==> src/hw/rtl/ccv_pkg.sv <==
package ccv_pkg;

  localparam int HEADER_BYTES    = 16;
  localparam int OFFSET_BITS_DEF = 32;
  localparam int QUEUE_DEPTH_DEF = 4;

  localparam logic [31:0] CRC_POLY    = 32'hEDB88320;
  localparam logic [31:0] CRC_INIT    = 32'hFFFFFFFF;
  // container magic, first byte in the low lane
  localparam logic [31:0] MAGIC_WORD  = 32'h584E494D;
  localparam logic [15:0] VERSION_ONE = 16'd1;

  localparam logic KIND_DESC    = 1'b0;
  localparam logic KIND_VERDICT = 1'b1;

  // everything one input word causes: an optional descriptor and an optional verdict
  typedef struct packed {
    logic        has_desc;
    logic [31:0] tag;
    logic [31:0] len;
    logic [31:0] pay;
    logic        ovf;
    logic        has_verdict;
    logic        magic_ok;
    logic        version_ok;
    logic        length_ok;
    logic        crc_ok;
    logic        ovr_seen;
  } ccv_evt_t;

  typedef struct packed {
    logic        result_kind;
    logic [31:0] chunk_tag;
    logic [31:0] chunk_length;
    logic [31:0] payload_offset;
    logic        magic_ok;
    logic        version_ok;
    logic        length_ok;
    logic        crc_ok;
    logic        overrun_flag;
    logic        last_of_run;
  } ccv_res_t;

  // reflected CRC-32, one byte
  function automatic logic [31:0] crc_byte(input logic [31:0] c_in, input logic [7:0] b);
    logic [31:0] c;
    c = c_in ^ {24'h0, b};
    for (int k = 0; k < 8; k++) begin
      c = (c >> 1) ^ (CRC_POLY & {32{c[0]}});
    end
    return c;
  endfunction

endpackage

==> src/hw/rtl/ccv_if.sv <==
interface ccv_in_if;
  logic       valid;
  logic       ready;
  logic [7:0] data_byte;
  logic       last_byte;

  modport source (output valid, output data_byte, output last_byte, input ready);
  modport sink   (input valid, input data_byte, input last_byte, output ready);
endinterface

interface ccv_out_if;
  logic        valid;
  logic        ready;
  logic        result_kind;
  logic [31:0] chunk_tag;
  logic [31:0] chunk_length;
  logic [31:0] payload_offset;
  logic        magic_ok;
  logic        version_ok;
  logic        length_ok;
  logic        crc_ok;
  logic        overrun_flag;
  logic        last_of_run;

  modport source (output valid, output result_kind, output chunk_tag, output chunk_length,
                  output payload_offset, output magic_ok, output version_ok,
                  output length_ok, output crc_ok, output overrun_flag,
                  output last_of_run, input ready);
  modport sink   (input valid, input result_kind, input chunk_tag, input chunk_length,
                  input payload_offset, input magic_ok, input version_ok,
                  input length_ok, input crc_ok, input overrun_flag,
                  input last_of_run, output ready);
endinterface

==> src/hw/rtl/ccv_front.sv <==
module ccv_front import ccv_pkg::*; #(
  parameter int OFFSET_BITS = OFFSET_BITS_DEF
) (
  input  logic       clk,
  input  logic       rst_n,
  ccv_in_if.sink     in_ch,
  input  logic       q_full,
  output logic       push,
  output ccv_evt_t   evt
);

  localparam logic [1:0] PH_WAIT = 2'd0;
  localparam logic [1:0] PH_HDR  = 2'd1;
  localparam logic [1:0] PH_STOP = 2'd3;

  logic [OFFSET_BITS-1:0] ofs_r, ofs_nxt;
  logic [31:0] crc_r, crc_nxt;
  logic [15:0] ver_r, ver_nxt;
  logic [31:0] decl_r, decl_nxt;
  logic [31:0] scrc_r, scrc_nxt;
  logic        magic_r, magic_nxt;
  logic [1:0]  phase_r, phase_nxt;
  logic [2:0]  hcnt_r, hcnt_nxt;
  logic [31:0] tag_r, tag_nxt;
  logic [31:0] len_r, len_nxt;
  logic [32:0] nco_r, nco_nxt;
  logic        ovs_r, ovs_nxt;

  logic                   take;
  logic [7:0]             b;
  logic [OFFSET_BITS-1:0] o;
  logic                   in_hdr;
  logic [1:0]             ph;
  logic [2:0]             h;
  logic [31:0]            tag_w, len_w;
  logic [33:0]            pay, fin, fin_rnd;

  assign in_ch.ready = !q_full;
  assign take        = in_ch.valid && !q_full;
  assign push        = take && (evt.has_desc || evt.has_verdict);

  always_comb begin
    ofs_nxt   = ofs_r;
    crc_nxt   = crc_r;
    ver_nxt   = ver_r;
    decl_nxt  = decl_r;
    scrc_nxt  = scrc_r;
    magic_nxt = magic_r;
    phase_nxt = phase_r;
    hcnt_nxt  = hcnt_r;
    tag_nxt   = tag_r;
    len_nxt   = len_r;
    nco_nxt   = nco_r;
    ovs_nxt   = ovs_r;
    evt       = '0;
    b         = in_ch.data_byte;
    o         = ofs_r;
    in_hdr    = ofs_r < OFFSET_BITS'(HEADER_BYTES);
    ph        = phase_r;
    h         = hcnt_r;
    tag_w     = tag_r;
    len_w     = len_r;
    pay       = {1'b0, nco_r} + 34'd8;
    fin       = pay + {2'b00, len_w};
    fin_rnd   = fin + 34'd3;

    if (take) begin
      if (in_hdr) begin
        case (o[3:0]) inside
          [4'd0:4'd3]: begin
            if (b != MAGIC_WORD[{o[1:0], 3'b000} +: 8]) magic_nxt = 1'b0;
          end
          4'd4: ver_nxt[7:0]  = b;
          4'd5: ver_nxt[15:8] = b;
          [4'd8:4'd11]:  decl_nxt[{o[1:0], 3'b000} +: 8] = b;
          [4'd12:4'd15]: scrc_nxt[{o[1:0], 3'b000} +: 8] = b;
          default: ;
        endcase
      end else begin
        crc_nxt = crc_byte(crc_r, b);
      end

      if (magic_r && !in_hdr && phase_r != PH_STOP) begin
        // chunk start: stop quietly if the header cannot fit
        if (phase_r == PH_WAIT && 33'(o) == nco_r) begin
          if (pay > {2'b00, decl_r}) begin
            ph = PH_STOP;
          end else begin
            ph = PH_HDR;
            h  = 3'd0;
          end
        end
        phase_nxt = ph;
        hcnt_nxt  = h;
        if (ph == PH_HDR) begin
          if (!h[2]) begin
            tag_w = (h == 3'd0) ? 32'h0 : tag_r;
            tag_w[{h[1:0], 3'b000} +: 8] = b;
            tag_nxt = tag_w;
          end else begin
            len_w = (h == 3'd4) ? 32'h0 : len_r;
            len_w[{h[1:0], 3'b000} +: 8] = b;
            len_nxt = len_w;
          end
          fin     = pay + {2'b00, len_w};
          fin_rnd = fin + 34'd3;
          if (h == 3'd7) begin
            hcnt_nxt     = 3'd0;
            evt.has_desc = 1'b1;
            evt.tag      = tag_r;
            evt.len      = len_w;
            evt.pay      = pay[31:0];
            if (fin > {2'b00, decl_r}) begin
              ovs_nxt   = 1'b1;
              phase_nxt = PH_STOP;
              evt.ovf   = 1'b1;
            end else begin
              nco_nxt   = {fin_rnd[32:2], 2'b00};
              phase_nxt = PH_WAIT;
            end
          end else begin
            hcnt_nxt = h + 3'd1;
          end
        end
      end

      ofs_nxt = o + OFFSET_BITS'(1);

      if (in_ch.last_byte) begin
        evt.has_verdict = 1'b1;
        evt.ovr_seen    = ovs_nxt;
        if (ofs_nxt >= OFFSET_BITS'(HEADER_BYTES)) begin
          evt.magic_ok   = magic_nxt;
          evt.version_ok = (ver_nxt == VERSION_ONE);
          evt.length_ok  = (decl_nxt == 32'(ofs_nxt));
          evt.crc_ok     = ((crc_nxt ^ CRC_INIT) == scrc_nxt);
        end
        // next word opens a new container
        ofs_nxt   = '0;
        crc_nxt   = CRC_INIT;
        ver_nxt   = '0;
        decl_nxt  = '0;
        scrc_nxt  = '0;
        magic_nxt = 1'b1;
        phase_nxt = PH_WAIT;
        hcnt_nxt  = '0;
        tag_nxt   = '0;
        len_nxt   = '0;
        nco_nxt   = 33'(HEADER_BYTES);
        ovs_nxt   = 1'b0;
      end
    end
  end

  always_ff @(posedge clk) begin
    if (!rst_n) begin
      ofs_r   <= '0;
      crc_r   <= CRC_INIT;
      ver_r   <= '0;
      decl_r  <= '0;
      scrc_r  <= '0;
      magic_r <= 1'b1;
      phase_r <= PH_WAIT;
      hcnt_r  <= '0;
      tag_r   <= '0;
      len_r   <= '0;
      nco_r   <= 33'(HEADER_BYTES);
      ovs_r   <= 1'b0;
    end else begin
      ofs_r   <= ofs_nxt;
      crc_r   <= crc_nxt;
      ver_r   <= ver_nxt;
      decl_r  <= decl_nxt;
      scrc_r  <= scrc_nxt;
      magic_r <= magic_nxt;
      phase_r <= phase_nxt;
      hcnt_r  <= hcnt_nxt;
      tag_r   <= tag_nxt;
      len_r   <= len_nxt;
      nco_r   <= nco_nxt;
      ovs_r   <= ovs_nxt;
    end
  end

endmodule

==> src/hw/rtl/ccv_queue.sv <==
module ccv_queue import ccv_pkg::*; #(
  parameter int DEPTH = QUEUE_DEPTH_DEF
) (
  input  logic     clk,
  input  logic     rst_n,
  input  logic     push,
  input  ccv_evt_t din,
  output logic     full,
  input  logic     pop,
  output logic     valid,
  output ccv_evt_t dout
);

  localparam int PTR_W = (DEPTH > 1) ? $clog2(DEPTH) : 1;
  localparam int CNT_W = $clog2(DEPTH + 1);

  ccv_evt_t           mem_r [DEPTH];
  logic [PTR_W-1:0]   wr_r, wr_nxt, rd_r, rd_nxt;
  logic [CNT_W-1:0]   cnt_r, cnt_nxt;
  logic               do_pop;

  assign full   = (cnt_r == CNT_W'(DEPTH));
  assign valid  = (cnt_r != '0);
  assign dout   = mem_r[rd_r];
  assign do_pop = pop && valid;

  always_comb begin
    wr_nxt  = wr_r;
    rd_nxt  = rd_r;
    cnt_nxt = cnt_r;
    if (push) begin
      wr_nxt = (wr_r == PTR_W'(DEPTH - 1)) ? '0 : wr_r + PTR_W'(1);
    end
    if (do_pop) begin
      rd_nxt = (rd_r == PTR_W'(DEPTH - 1)) ? '0 : rd_r + PTR_W'(1);
    end
    case ({push, do_pop})
      2'b10:   cnt_nxt = cnt_r + CNT_W'(1);
      2'b01:   cnt_nxt = cnt_r - CNT_W'(1);
      default: cnt_nxt = cnt_r;
    endcase
  end

  always_ff @(posedge clk) begin
    if (push) mem_r[wr_r] <= din;
  end

  always_ff @(posedge clk) begin
    if (!rst_n) begin
      wr_r  <= '0;
      rd_r  <= '0;
      cnt_r <= '0;
    end else begin
      wr_r  <= wr_nxt;
      rd_r  <= rd_nxt;
      cnt_r <= cnt_nxt;
    end
  end

endmodule

==> src/hw/rtl/ccv_back.sv <==
module ccv_back import ccv_pkg::*; (
  input  logic       clk,
  input  logic       rst_n,
  input  logic       q_valid,
  input  ccv_evt_t   q_evt,
  output logic       pop,
  ccv_out_if.source  out_ch
);

  logic     out_valid_r, out_valid_nxt;
  logic     done_r, done_nxt;
  ccv_res_t res_r, res_nxt;
  logic     load;
  logic     emit_desc;

  assign load      = q_valid && (!out_valid_r || out_ch.ready);
  assign emit_desc = q_evt.has_desc && !done_r;

  always_comb begin
    pop      = 1'b0;
    done_nxt = done_r;
    res_nxt  = res_r;
    out_valid_nxt = out_ch.ready ? 1'b0 : out_valid_r;
    if (load) begin
      out_valid_nxt = 1'b1;
      res_nxt       = '0;
      if (emit_desc) begin
        res_nxt.result_kind    = KIND_DESC;
        res_nxt.chunk_tag      = q_evt.tag;
        res_nxt.chunk_length   = q_evt.len;
        res_nxt.payload_offset = q_evt.pay;
        res_nxt.overrun_flag   = q_evt.ovf;
        res_nxt.last_of_run    = !q_evt.has_verdict;
        // hold the entry when its verdict still has to follow
        if (q_evt.has_verdict) done_nxt = 1'b1;
        else                   pop      = 1'b1;
      end else begin
        res_nxt.result_kind  = KIND_VERDICT;
        res_nxt.magic_ok     = q_evt.magic_ok;
        res_nxt.version_ok   = q_evt.version_ok;
        res_nxt.length_ok    = q_evt.length_ok;
        res_nxt.crc_ok       = q_evt.crc_ok;
        res_nxt.overrun_flag = q_evt.ovr_seen;
        res_nxt.last_of_run  = 1'b1;
        pop      = 1'b1;
        done_nxt = 1'b0;
      end
    end
  end

  always_ff @(posedge clk) begin
    res_r <= res_nxt;
  end

  always_ff @(posedge clk) begin
    if (!rst_n) begin
      out_valid_r <= 1'b0;
      done_r      <= 1'b0;
    end else begin
      out_valid_r <= out_valid_nxt;
      done_r      <= done_nxt;
    end
  end

  assign out_ch.valid          = out_valid_r;
  assign out_ch.result_kind    = res_r.result_kind;
  assign out_ch.chunk_tag      = res_r.chunk_tag;
  assign out_ch.chunk_length   = res_r.chunk_length;
  assign out_ch.payload_offset = res_r.payload_offset;
  assign out_ch.magic_ok       = res_r.magic_ok;
  assign out_ch.version_ok     = res_r.version_ok;
  assign out_ch.length_ok      = res_r.length_ok;
  assign out_ch.crc_ok         = res_r.crc_ok;
  assign out_ch.overrun_flag   = res_r.overrun_flag;
  assign out_ch.last_of_run    = res_r.last_of_run;

endmodule

==> src/hw/rtl/chunk_container_validator.sv <==
// Chunk container validator. Feed the container one byte per word on in_ch, with
// last_byte set on the final byte. The block checks the 16-byte header (magic,
// version, declared length, stored CRC), runs a reflected CRC-32 over the body and
// walks the top-level chunks, sending one descriptor word per chunk on out_ch and a
// verdict word after the last byte; the final word caused by an input byte carries
// last_of_run. An input byte is taken every cycle while the event queue has room:
// the front end decodes and updates the CRC for one byte per cycle, so the rate is
// one byte per clock. out_ch moves one word per clock while ready is high, so a
// byte that both closes a chunk header and ends the container yields two words;
// the queue of QUEUE_DEPTH events soaks that up and lets out_ch stall without
// blocking input until the queue fills. No clearing pass runs after reset.
module chunk_container_validator import ccv_pkg::*; #(
  parameter int OFFSET_BITS = OFFSET_BITS_DEF,
  parameter int QUEUE_DEPTH = QUEUE_DEPTH_DEF
) (
  input  logic      clk,
  input  logic      rst_n,
  ccv_in_if.sink    in_ch,
  ccv_out_if.source out_ch
);

  // event words between the decode front end and the result back end
  logic     q_push;
  logic     q_full;
  logic     q_pop;
  logic     q_valid;
  ccv_evt_t q_din;
  ccv_evt_t q_dout;

  // decode bytes, track header fields, CRC and chunk walk
  ccv_front #(
    .OFFSET_BITS (OFFSET_BITS)
  ) u_front (
    .clk    (clk),
    .rst_n  (rst_n),
    .in_ch  (in_ch),
    .q_full (q_full),
    .push   (q_push),
    .evt    (q_din)
  );

  // hold events so either side can stall
  ccv_queue #(
    .DEPTH (QUEUE_DEPTH)
  ) u_queue (
    .clk   (clk),
    .rst_n (rst_n),
    .push  (q_push),
    .din   (q_din),
    .full  (q_full),
    .pop   (q_pop),
    .valid (q_valid),
    .dout  (q_dout)
  );

  // split each event into result words and drive the output register
  ccv_back u_back (
    .clk     (clk),
    .rst_n   (rst_n),
    .q_valid (q_valid),
    .q_evt   (q_dout),
    .pop     (q_pop),
    .out_ch  (out_ch)
  );

endmodule

==> src/flat_wrapper.sv <==
// flat-port wrapper written by rule: the top's interface ports become plain ports
module chunk_container_validator_flat import ccv_pkg::*;
#(
  parameter int OFFSET_BITS = OFFSET_BITS_DEF,
  parameter int QUEUE_DEPTH = QUEUE_DEPTH_DEF
)
  (clk, rst_n, in_ch_valid, in_ch_data_byte, in_ch_last_byte, in_ch_ready, out_ch_valid, out_ch_result_kind, out_ch_chunk_tag, out_ch_chunk_length, out_ch_payload_offset, out_ch_magic_ok, out_ch_version_ok, out_ch_length_ok, out_ch_crc_ok, out_ch_overrun_flag, out_ch_last_of_run, out_ch_ready);
  ccv_in_if in_ch_i ();
  ccv_out_if out_ch_i ();
  input  logic clk;
  input  logic rst_n;
  input wire logic [$bits(in_ch_i.valid)-1:0] in_ch_valid;
  input wire logic [$bits(in_ch_i.data_byte)-1:0] in_ch_data_byte;
  input wire logic [$bits(in_ch_i.last_byte)-1:0] in_ch_last_byte;
  output wire logic [$bits(in_ch_i.ready)-1:0] in_ch_ready;
  output wire logic [$bits(out_ch_i.valid)-1:0] out_ch_valid;
  output wire logic [$bits(out_ch_i.result_kind)-1:0] out_ch_result_kind;
  output wire logic [$bits(out_ch_i.chunk_tag)-1:0] out_ch_chunk_tag;
  output wire logic [$bits(out_ch_i.chunk_length)-1:0] out_ch_chunk_length;
  output wire logic [$bits(out_ch_i.payload_offset)-1:0] out_ch_payload_offset;
  output wire logic [$bits(out_ch_i.magic_ok)-1:0] out_ch_magic_ok;
  output wire logic [$bits(out_ch_i.version_ok)-1:0] out_ch_version_ok;
  output wire logic [$bits(out_ch_i.length_ok)-1:0] out_ch_length_ok;
  output wire logic [$bits(out_ch_i.crc_ok)-1:0] out_ch_crc_ok;
  output wire logic [$bits(out_ch_i.overrun_flag)-1:0] out_ch_overrun_flag;
  output wire logic [$bits(out_ch_i.last_of_run)-1:0] out_ch_last_of_run;
  input wire logic [$bits(out_ch_i.ready)-1:0] out_ch_ready;
  assign in_ch_i.valid = in_ch_valid;
  assign in_ch_i.data_byte = in_ch_data_byte;
  assign in_ch_i.last_byte = in_ch_last_byte;
  assign in_ch_ready = in_ch_i.ready;
  assign out_ch_valid = out_ch_i.valid;
  assign out_ch_result_kind = out_ch_i.result_kind;
  assign out_ch_chunk_tag = out_ch_i.chunk_tag;
  assign out_ch_chunk_length = out_ch_i.chunk_length;
  assign out_ch_payload_offset = out_ch_i.payload_offset;
  assign out_ch_magic_ok = out_ch_i.magic_ok;
  assign out_ch_version_ok = out_ch_i.version_ok;
  assign out_ch_length_ok = out_ch_i.length_ok;
  assign out_ch_crc_ok = out_ch_i.crc_ok;
  assign out_ch_overrun_flag = out_ch_i.overrun_flag;
  assign out_ch_last_of_run = out_ch_i.last_of_run;
  assign out_ch_i.ready = out_ch_ready;
  chunk_container_validator #(.OFFSET_BITS(OFFSET_BITS), .QUEUE_DEPTH(QUEUE_DEPTH)) u_core (.clk(clk), .rst_n(rst_n), .in_ch(in_ch_i), .out_ch(out_ch_i));
endmodule
==> config.mk <==
export PLATFORM = sky130hd
export DESIGN_NAME = chunk_container_validator_flat
export DESIGN_NICKNAME = d
export VERILOG_FILES = /design/src/hw/rtl/ccv_pkg.sv /design/src/hw/rtl/ccv_if.sv /design/src/hw/rtl/ccv_front.sv /design/src/hw/rtl/ccv_queue.sv /design/src/hw/rtl/ccv_back.sv /design/src/hw/rtl/chunk_container_validator.sv /design/src/flat_wrapper.sv
export SDC_FILE = /design/constraint.sdc
export NUM_CORES = 1
export LEC_CHECK = 0
export BUFFER_PORTS_ARGS = -buffer_cell sky130_fd_sc_hd__buf_2
export CAP_MARGIN = 20
export CORE_ASPECT_RATIO = 1.4
export CORE_UTILIZATION = 45
export CTS_BUF_LIST = sky130_fd_sc_hd__clkbuf_16
export DETAILED_ROUTE_END_ITERATION = 12
export PLACE_DENSITY = 0.6
export SYNTH_ARGS = -nofsm -noshare
export SYNTH_HDL_FRONTEND = slang
export SYNTH_HIERARCHICAL = 1
export SYNTH_SLANG_ARGS = --single-unit
==> constraint.sdc <==
create_clock -name clk -period 23.8 [get_ports clk]
set_input_delay 2.38 -clock clk [delete_from_list [all_inputs] [get_ports clk]]
set_output_delay 2.38 -clock clk [all_outputs]
set_load 0.02 [all_outputs]
---- Word-level counts from Yosys, hierarchy flattened ----
Memory sizes are Yosys's and may differ from the RTL's. A register that Yosys moved wholly into a read port is not among the register bits.
Cells that the tools add are included.
word-level totals
  memories ................................ 1
  bits in read-only memories .............. 0
  output and inout port bits .............. 105
  word-level logic and storage cells ...... 210
  bits in latches ......................... 0
  bits in writable memories ............... 416
  bits in registers ....................... 360
memories
  memory                depth  bits a word  rd ports  clocked after memory_dff  wr ports  line             RTL
  u_core.u_queue.mem_r  4      104          1         1                         1         ccv_queue.sv:17  ccv_evt_t mem_r [DEPTH];
operators by class
  reductions and logical operators ........ 31
  bitwise operators ....................... 10
  multiply operators ...................... 0
  shift-type cells ........................ 5
  add/subtract/negate cells ............... 11
  muxes and demuxes ....................... 96
  equal/unequal tests ..................... 19
  div/mod/pow operators ................... 0
  $lt $le $gt $ge ......................... 10
operators by type and width
  kind                                                                                  number
  32-bit two-way mux                                                                    30
  98-bit two-way mux                                                                    3
  31-bit by 32-bit bitwise XOR with 32-bit output                                       8
  33-bit two-way mux                                                                    5
  32-bit bitwise mux                                                                    4
  104-bit two-way mux                                                                   1
  34-bit by 32-bit > comparator with 1-bit output                                       2
  32-bit == test                                                                        2
  8-bit by 7-bit variable shift with 32-bit output, first input constant                2
  8-bit by 7-bit indexed part select with 32-bit output                                 2
  16-bit two-way mux                                                                    3
  8-bit two-way mux                                                                     5
  33-bit by 4-bit adder with 34-bit output, second input constant                       1
  34-bit by 32-bit adder with 34-bit output                                             1
  33-bit by 2-bit adder with 33-bit output, second input constant                       1
  32-bit by 33-bit == test with 1-bit output                                            1
  32-bit by 1-bit adder with 32-bit output, second input constant                       1
  32-bit by 5-bit greater-or-equal comparator with 1-bit output, second input constant  1
  32-bit by 5-bit less-than comparator with 1-bit output, second input constant         1
  32-bit inverter                                                                       1
  32-bit by 6-bit indexed part select with 8-bit output, first input constant           1
  32-bit by 8-bit bitwise XOR with 32-bit output                                        1
  2-bit two-way mux                                                                     14
  3-bit two-way mux                                                                     8
  30 further kinds                                                                      83

---- Logic depth before layout (Yosys ltp) ----
  depth in word-level cells ............... 25
  depth in mapped cells ................... 43
  depth with buffers taken out ............ 38

---- By module ----
The synthesis kept the hierarchy.
modules (own cells, without submodules)
  module     cells each  instances  area each (um^2)
  ccv_front  2,387       1          18,956.9
  ccv_queue  595         1          15,494.9
  ccv_back   229         1          3,977.6

---- Least setup slack after synthesis ----
OpenSTA, ideal clock, no wires.
  kind .................................... reg-to-reg
  start ................................... register u_core.u_front.nco_r[5]
  end ..................................... register u_core.u_front.nco_r[32]
  path slack .............................. 14.388 ns
  buffers on the path ..................... 6
  arrival time ............................ 9.277 ns
  data required time ...................... 23.665 ns
  cell stages (with the launch flop) ...... 42
  period minus slack after synthesis ...... 9.412 ns
  library setup time ...................... 0.135 ns
  cells stage by stage .................... dfxtp_1 clkbuf_1 and3_1 nand3_1 nor3_1 nand2_1 xnor2_1 ha_1 nand4_1 or4_4 o41ai_1 a31oi_1 or4_1 buf_2 nand2_1 ha_1 clkbuf_1 nor2_1 [... 6 more ...] and3_1 clkbuf_1 o211a_1 o21ai_0 a21boi_0 o31ai_1 inv_1 ha_1 nand2_1 nor4b_1 a2111oi_0 o211ai_1 a22oi_1 nand3_1 o41a_1 clkbuf_1 nand2_1 o31ai_1
on the way
  cells in the longest elaborated chain, start to end .. 20
RTL lines
  element                                                                              line                                RTL
  from (decl)                                                                          ccv_front.sv:26                     logic [32:0] nco_r, nco_nxt;
  from (signal assigned)                                                               ccv_front.sv:167                    nco_r <= 33'(HEADER_BYTES);
  from (signal assigned)                                                               ccv_front.sv:180                    nco_r <= nco_nxt;
  33-bit by 4-bit adder with 34-bit output                                             ccv_front.sv:63                     pay = {1'b0, nco_r} + 34'd8;
  34-bit by 32-bit > comparator with 1-bit output                                      ccv_front.sv:86                     if (pay > {2'b00, decl_r}) begin
  3-bit two-way mux                                                                    ccv_front.sv:86
  3-bit two-way mux                                                                    ccv_front.sv:85                     if (phase_r == PH_WAIT && 33'(o) == nco_r) begin
  3-bit two-way mux                                                                    ccv_front.sv:83                     if (magic_r && !in_hdr && phase_r != PH_STOP) begin
  3-bit two-way mux                                                                    ccv_front.sv:67                     if (take) begin
  5-bit negator with 7-bit output / 3-bit == test (equally long branches)              ccv_front.sv:102, ccv_front.sv:101
  8-bit by 7-bit indexed part select with 32-bit output, or another cell as far along  ccv_front.sv:102                    len_w[{h[1:0], 3'b000} +: 8] = b;
  [... 4 more ...]                                                                     n/a
  32-bit two-way mux                                                                   ccv_front.sv:67
  34-bit by 32-bit adder with 34-bit output                                            ccv_front.sv:105                    fin = pay + {2'b00, len_w};
  33-bit by 2-bit adder with 33-bit output                                             ccv_front.sv:106                    fin_rnd = fin + 34'd3;
  33-bit two-way mux                                                                   ccv_front.sv:113                    if (fin > {2'b00, decl_r}) begin
  33-bit two-way mux                                                                   ccv_front.sv:107                    if (h == 3'd7) begin
  33-bit two-way mux                                                                   ccv_front.sv:95                     if (ph == PH_HDR) begin
  33-bit two-way mux                                                                   ccv_front.sv:83
  33-bit two-way mux                                                                   ccv_front.sv:129                    if (in_ch.last_byte) begin
Several ways; a longest one is shown, not always the timed one. The select of a mux whose other input is x is not followed.
A chain may end at the register's enable or synchronous reset.

---- Worst setup path in the final report ----
  start ................................... register u_core.u_front.nco_r[3]
  end ..................................... register u_core.u_front.nco_r[19]
Same word-level chain as after synthesis.

==> flow_summary_export.csv <==
group,metric,value,unit
hold_path,hold_start,"u_core/u_front/ovs_r$_SDFFE_PN0P_",
floorplan,start_util,45.5,%
cts,ctsResizeCount,0,
run_status,status,"finished, final reports clean",
hold_path,min_path_type,"reg2reg",
sta,hold_violations,0,
synth,avgSynthCellArea,12.0,um2
placement,io_buffers,117,
synth,yosysSeqAreaShare,53.9,%
floorplan,core_area,84500,um2
placement,dp_hpwl,74600,um
detailed_routing,dr.pass1.iters,5,
cts,clk_path_buf_depth,3,
worst_setup_path,critPathCaptureType,"flip-flop",
hold_path,holdPathEnd,"u_core/u_front/ovs_r$_SDFFE_PN0P_",
detailed_routing,ant_nets,0,
synth,synth_top_family_by_area,"simple AND/OR/NAND/NOR gates",
synth,synth-seq-cells,776,
global_routing,grt_pass1_vias,26400,
detailed_routing,wl_per_cell,24.2,um
sta,max_freq,0.0810,GHz
pwr,total_leakage_power,0.0158,uW
cts,cts_buffers,79,
layout,n_fill_cell,7427,
sta,post-route-min-period,12.34,ns
cts,clockRootBuffer,"clkbuf_16",
layout,largest_reg_flops,416,
run,maxCapViolCount,0,
sta,tns,0,ns
pwr,ir_drop,0.0000504,V
worst_setup_path,slowest_delay,0.83,ns
sta,slew_headroom,22.4,%
worst_setup_path,crit-reg2reg-launch,"u_core/u_front/nco_r[3]$_SDFFE_PN0P_",
floorplan,ios,118,
placement,routabilityCongestion,0.978,
synth,synth_flop_cell,"edfxtp_1",
synth,synthMuxAreaShare,7.93,%
hold_path,min_path_cells,1,
worst_setup_path,crit_required,24.36,ns
layout,regMostFlops,"u_core/u_queue/mem_r",
worst_setup_path,crit_arrival,12.90,ns
synth,synth-compound-area-share,9.83,%
layout,areaGrowthSynthToFinish,10.1,%
synth,synth.distinct_cells,86,
pwr,p_total,3020,uW
sta,fin_skew,0.0382,ns
layout,antenna_cells,0,
cts,clock_sinks,776,
global_routing,grt.overflow.total,0,
synth,yosys_warnings,6,
worst_setup_path,crit_path_frequent_cell,"ha_1",
floorplan,die_w,249,um
worst_setup_path,worst_path_max_delay_cell,"nor3_1",
worst_setup_path,crit_fanout,18,
cts,cts_tree,"built",
cts,postCtsSetupRepairBufs,0,
pwr,powerDensity,71.4,nW/um2
global_routing,grt_use_total,24.5,%
detailed_routing,drc_errors,0,
cts,ctsHtreeMaxLevel,3,
sta,rsz0062_at_grt,"false",
global_routing,grt_max_degree,112,
synth,synth-edff-count,519,
floorplan,die_area,86600,um2
synth,synthSimpleGateAreaFrac,15.0,%
layout,drive_above_1_share,13.2,%
worst_setup_path,critical_path_class,"reg2reg",
detailed_routing,finalWirelength,106000,um
synth,synth_area,38400,um2
sta,fin_crit_sh,51.8,%
worst_setup_path,rr_endpoint,"u_core/u_front/nco_r[19]$_SDFFE_PN0P_",
cts,clk_latency,0.66,ns
synth,syn_inst,3211,
cts,clk_pin_slew_worst_paths,0.06,ns
floorplan,dieHeight,348,um
detailed_routing,dr.first_iter.drc_count,1632,
detailed_routing,num_vias,25900,
cts,hold_buffers,0,
global_routing,grt_pass1_wl,161000,um
global_routing,antenna_found_initial,2,
sta,maxSlewViolCount,0,
synth,synthArstFlopShare,0,%
worst_setup_path,ff2ff_path_depth,35,
synth,synthAdderAreaFrac,3.78,%
layout,finalNetCount,3371,
floorplan,rows,126,
synth,synth_xor_area_share,6.21,%
sta,setup_viol,0,
detailed_routing,viasPerCell,5.88,
worst_setup_path,critPathLaunchType,"flip-flop",
sta,worst_pin_slew,1.16,ns
worst_setup_path,reg2reg_slack,11.46,ns
## logic make-up after synthesis
logic type,after synthesis
other,1
AO/OA/AOI/OAI,556
multiplexers,174
XOR/XNOR,269
adder cells (fa/ha/maj),115
AND/OR/NAND/NOR,1032
flip-flops,776
buffers and inverters,288
## worst max-delay path: cells and delay by family (launching register included)
family | cells | cell delay (ns)
DFF | 1 | 0.49
AOI/OAI and AO/OA | 11 | 3.32
buffers and inverters | 1 | 0.10
and+or+nand+nor | 17 | 6.54
xor gates and xnor gates | 1 | 0.13
adders and majority gates | 5 | 1.65
## Yosys cell counts (30+ instances only)
| cell type | instances | area (um2) |
|---|---|---|
| a21oi_1 | 83 | 415 |
| a22o_1 | 31 | 272 |
| a22oi_1 | 150 | 1130 |
| and2_1 | 152 | 951 |
| and3_1 | 116 | 726 |
| clkbuf_1 | 155 | 582 |
| dfxtp_1 | 257 | 5140 |
| edfxtp_1 | 519 | 15600 |
| ha_1 | 113 | 1410 |
| inv_1 | 78 | 293 |
| mux2i_1 | 69 | 691 |
| mux4_2 | 104 | 2340 |
| nand2_1 | 174 | 653 |
| nand3_1 | 79 | 395 |
| nand4_1 | 56 | 350 |
| nor2_1 | 106 | 398 |
| nor2b_1 | 169 | 1060 |
| nor3_1 | 46 | 230 |
| nor4_1 | 31 | 194 |
| o211ai_1 | 39 | 293 |
| o21ai_0 | 87 | 435 |
| o21ai_1 | 30 | 150 |
| xnor2_1 | 181 | 1590 |
| xor2_1 | 84 | 736 |
## how the worst max path moves through the flow
stage,cells past startpoint,slack (ns),end,startpoint
after floorplan,41,14.39,u_core/u_front/nco_r[32]$_SDFFE_PN0P_,u_core/u_front/nco_r[5]$_SDFFE_PN0P_
after global placement,35,11.92,u_core/u_front/nco_r[12]$_SDFFE_PN0P_,u_core/u_front/nco_r[3]$_SDFFE_PN0P_
after detailed placement,35,11.62,u_core/u_front/nco_r[19]$_SDFFE_PN0P_,u_core/u_front/nco_r[3]$_SDFFE_PN0P_
after CTS,35,11.57,u_core/u_front/nco_r[19]$_SDFFE_PN0P_,u_core/u_front/nco_r[3]$_SDFFE_PN0P_
after global routing,35,10.61,u_core/u_front/nco_r[12]$_SDFFE_PN0P_,u_core/u_front/nco_r[3]$_SDFFE_PN0P_
final,35,11.46,u_core/u_front/nco_r[19]$_SDFFE_PN0P_,u_core/u_front/nco_r[3]$_SDFFE_PN0P_
## power breakdown
part / internal, uW / switching [uW] / leakage (uW)
registers: 1500 / 18.7 / 0.00752
clock network: 665 / 539 / 0.00127
logic: 107 / 193 / 0.00704
total: 2270 / 751 / 0.0158
## area by class of cell
cell class                      instances  area, um2  area share, %
Clock inverter                         65        523           1.24
Inverter                               80        303          0.716
Multi-Input combinational cell       2148      16500           39.0
Clock buffer                           80       2000           4.73
Tap cell                             1088       1360           3.22
Sequential cell                       776      20700           49.0
Timing Repair Buffer                  158        896           2.12
## stage by stage
stage / std cells / area [um2] / hold slack (ns) / worst slack (ns) / utilization [%]
floorplan: 3212 / 38400 / 0.441 / 14.39 / -
global placement: 4247 / 39800 / 0.449 / 11.92 / 47.1
detailed placement: 4249 / 39800 / 0.454 / 11.62 / 47.1
CTS: 4394 / 42300 / 0.469 / 11.57 / 50.1
global route: 4395 / 42300 / 0.498 / 10.61 / 50.1
finish: 4395 / 42300 / 0.471 / 11.46 / 50.1
## per-layer routing
| layer | global-route usage, % | routed length, um | part of all wire [%] | vias to the layer above |
|---|---|---|---|---|
| met1 | 28.2 | 41600 | 39 | 12900 |
| met3 | 3.00 | 4220 | 4.0 | 246 |
| met4 | 13.7 | 6070 | 5.7 | 0 |
| li1 | - | - | - | 12000 |
| met2 | 44.0 | 54400 | 51 | 753 |
| met5 | 0 | 0 | 0 | - |
## layout by cell type (no fill, tap or decap), types with 10 or more instances in the layout
cell | synthesis | routed
a21boi_0 | 21 | 21
ha_1 | 113 | 113
xor2_1 | 84 | 84
a21oi_1 | 83 | 83
and4_1 | 12 | 12
clkinv_2 | 0 | 14
and3_1 | 116 | 116
nor3_1 | 46 | 46
a22oi_1 | 150 | 150
or4_1 | 11 | 11
edfxtp_1 | 519 | 519
dfxtp_1 | 257 | 255
o21ai_0 | 87 | 87
mux2i_1 | 69 | 69
xnor2_1 | 181 | 181
nor2b_1 | 169 | 168
o21ai_1 | 30 | 30
clkbuf_16 | 0 | 80
nand4_1 | 56 | 56
nor2_1 | 106 | 105
mux4_2 | 104 | 104
nand2b_1 | 10 | 10
a211oi_1 | 14 | 14
nor4_1 | 31 | 30
inv_1 | 78 | 92
clkinv_1 | 0 | 12
or3_1 | 13 | 13
a21o_1 | 23 | 23
and2_4 | 17 | 21
buf_4 | 2 | 42
nand3_1 | 79 | 79
and2_1 | 152 | 148
buf_2 | 27 | 116
o211ai_1 | 39 | 39
nand2_1 | 174 | 173
a22o_1 | 31 | 31
(Power assumes the default switching activity.)
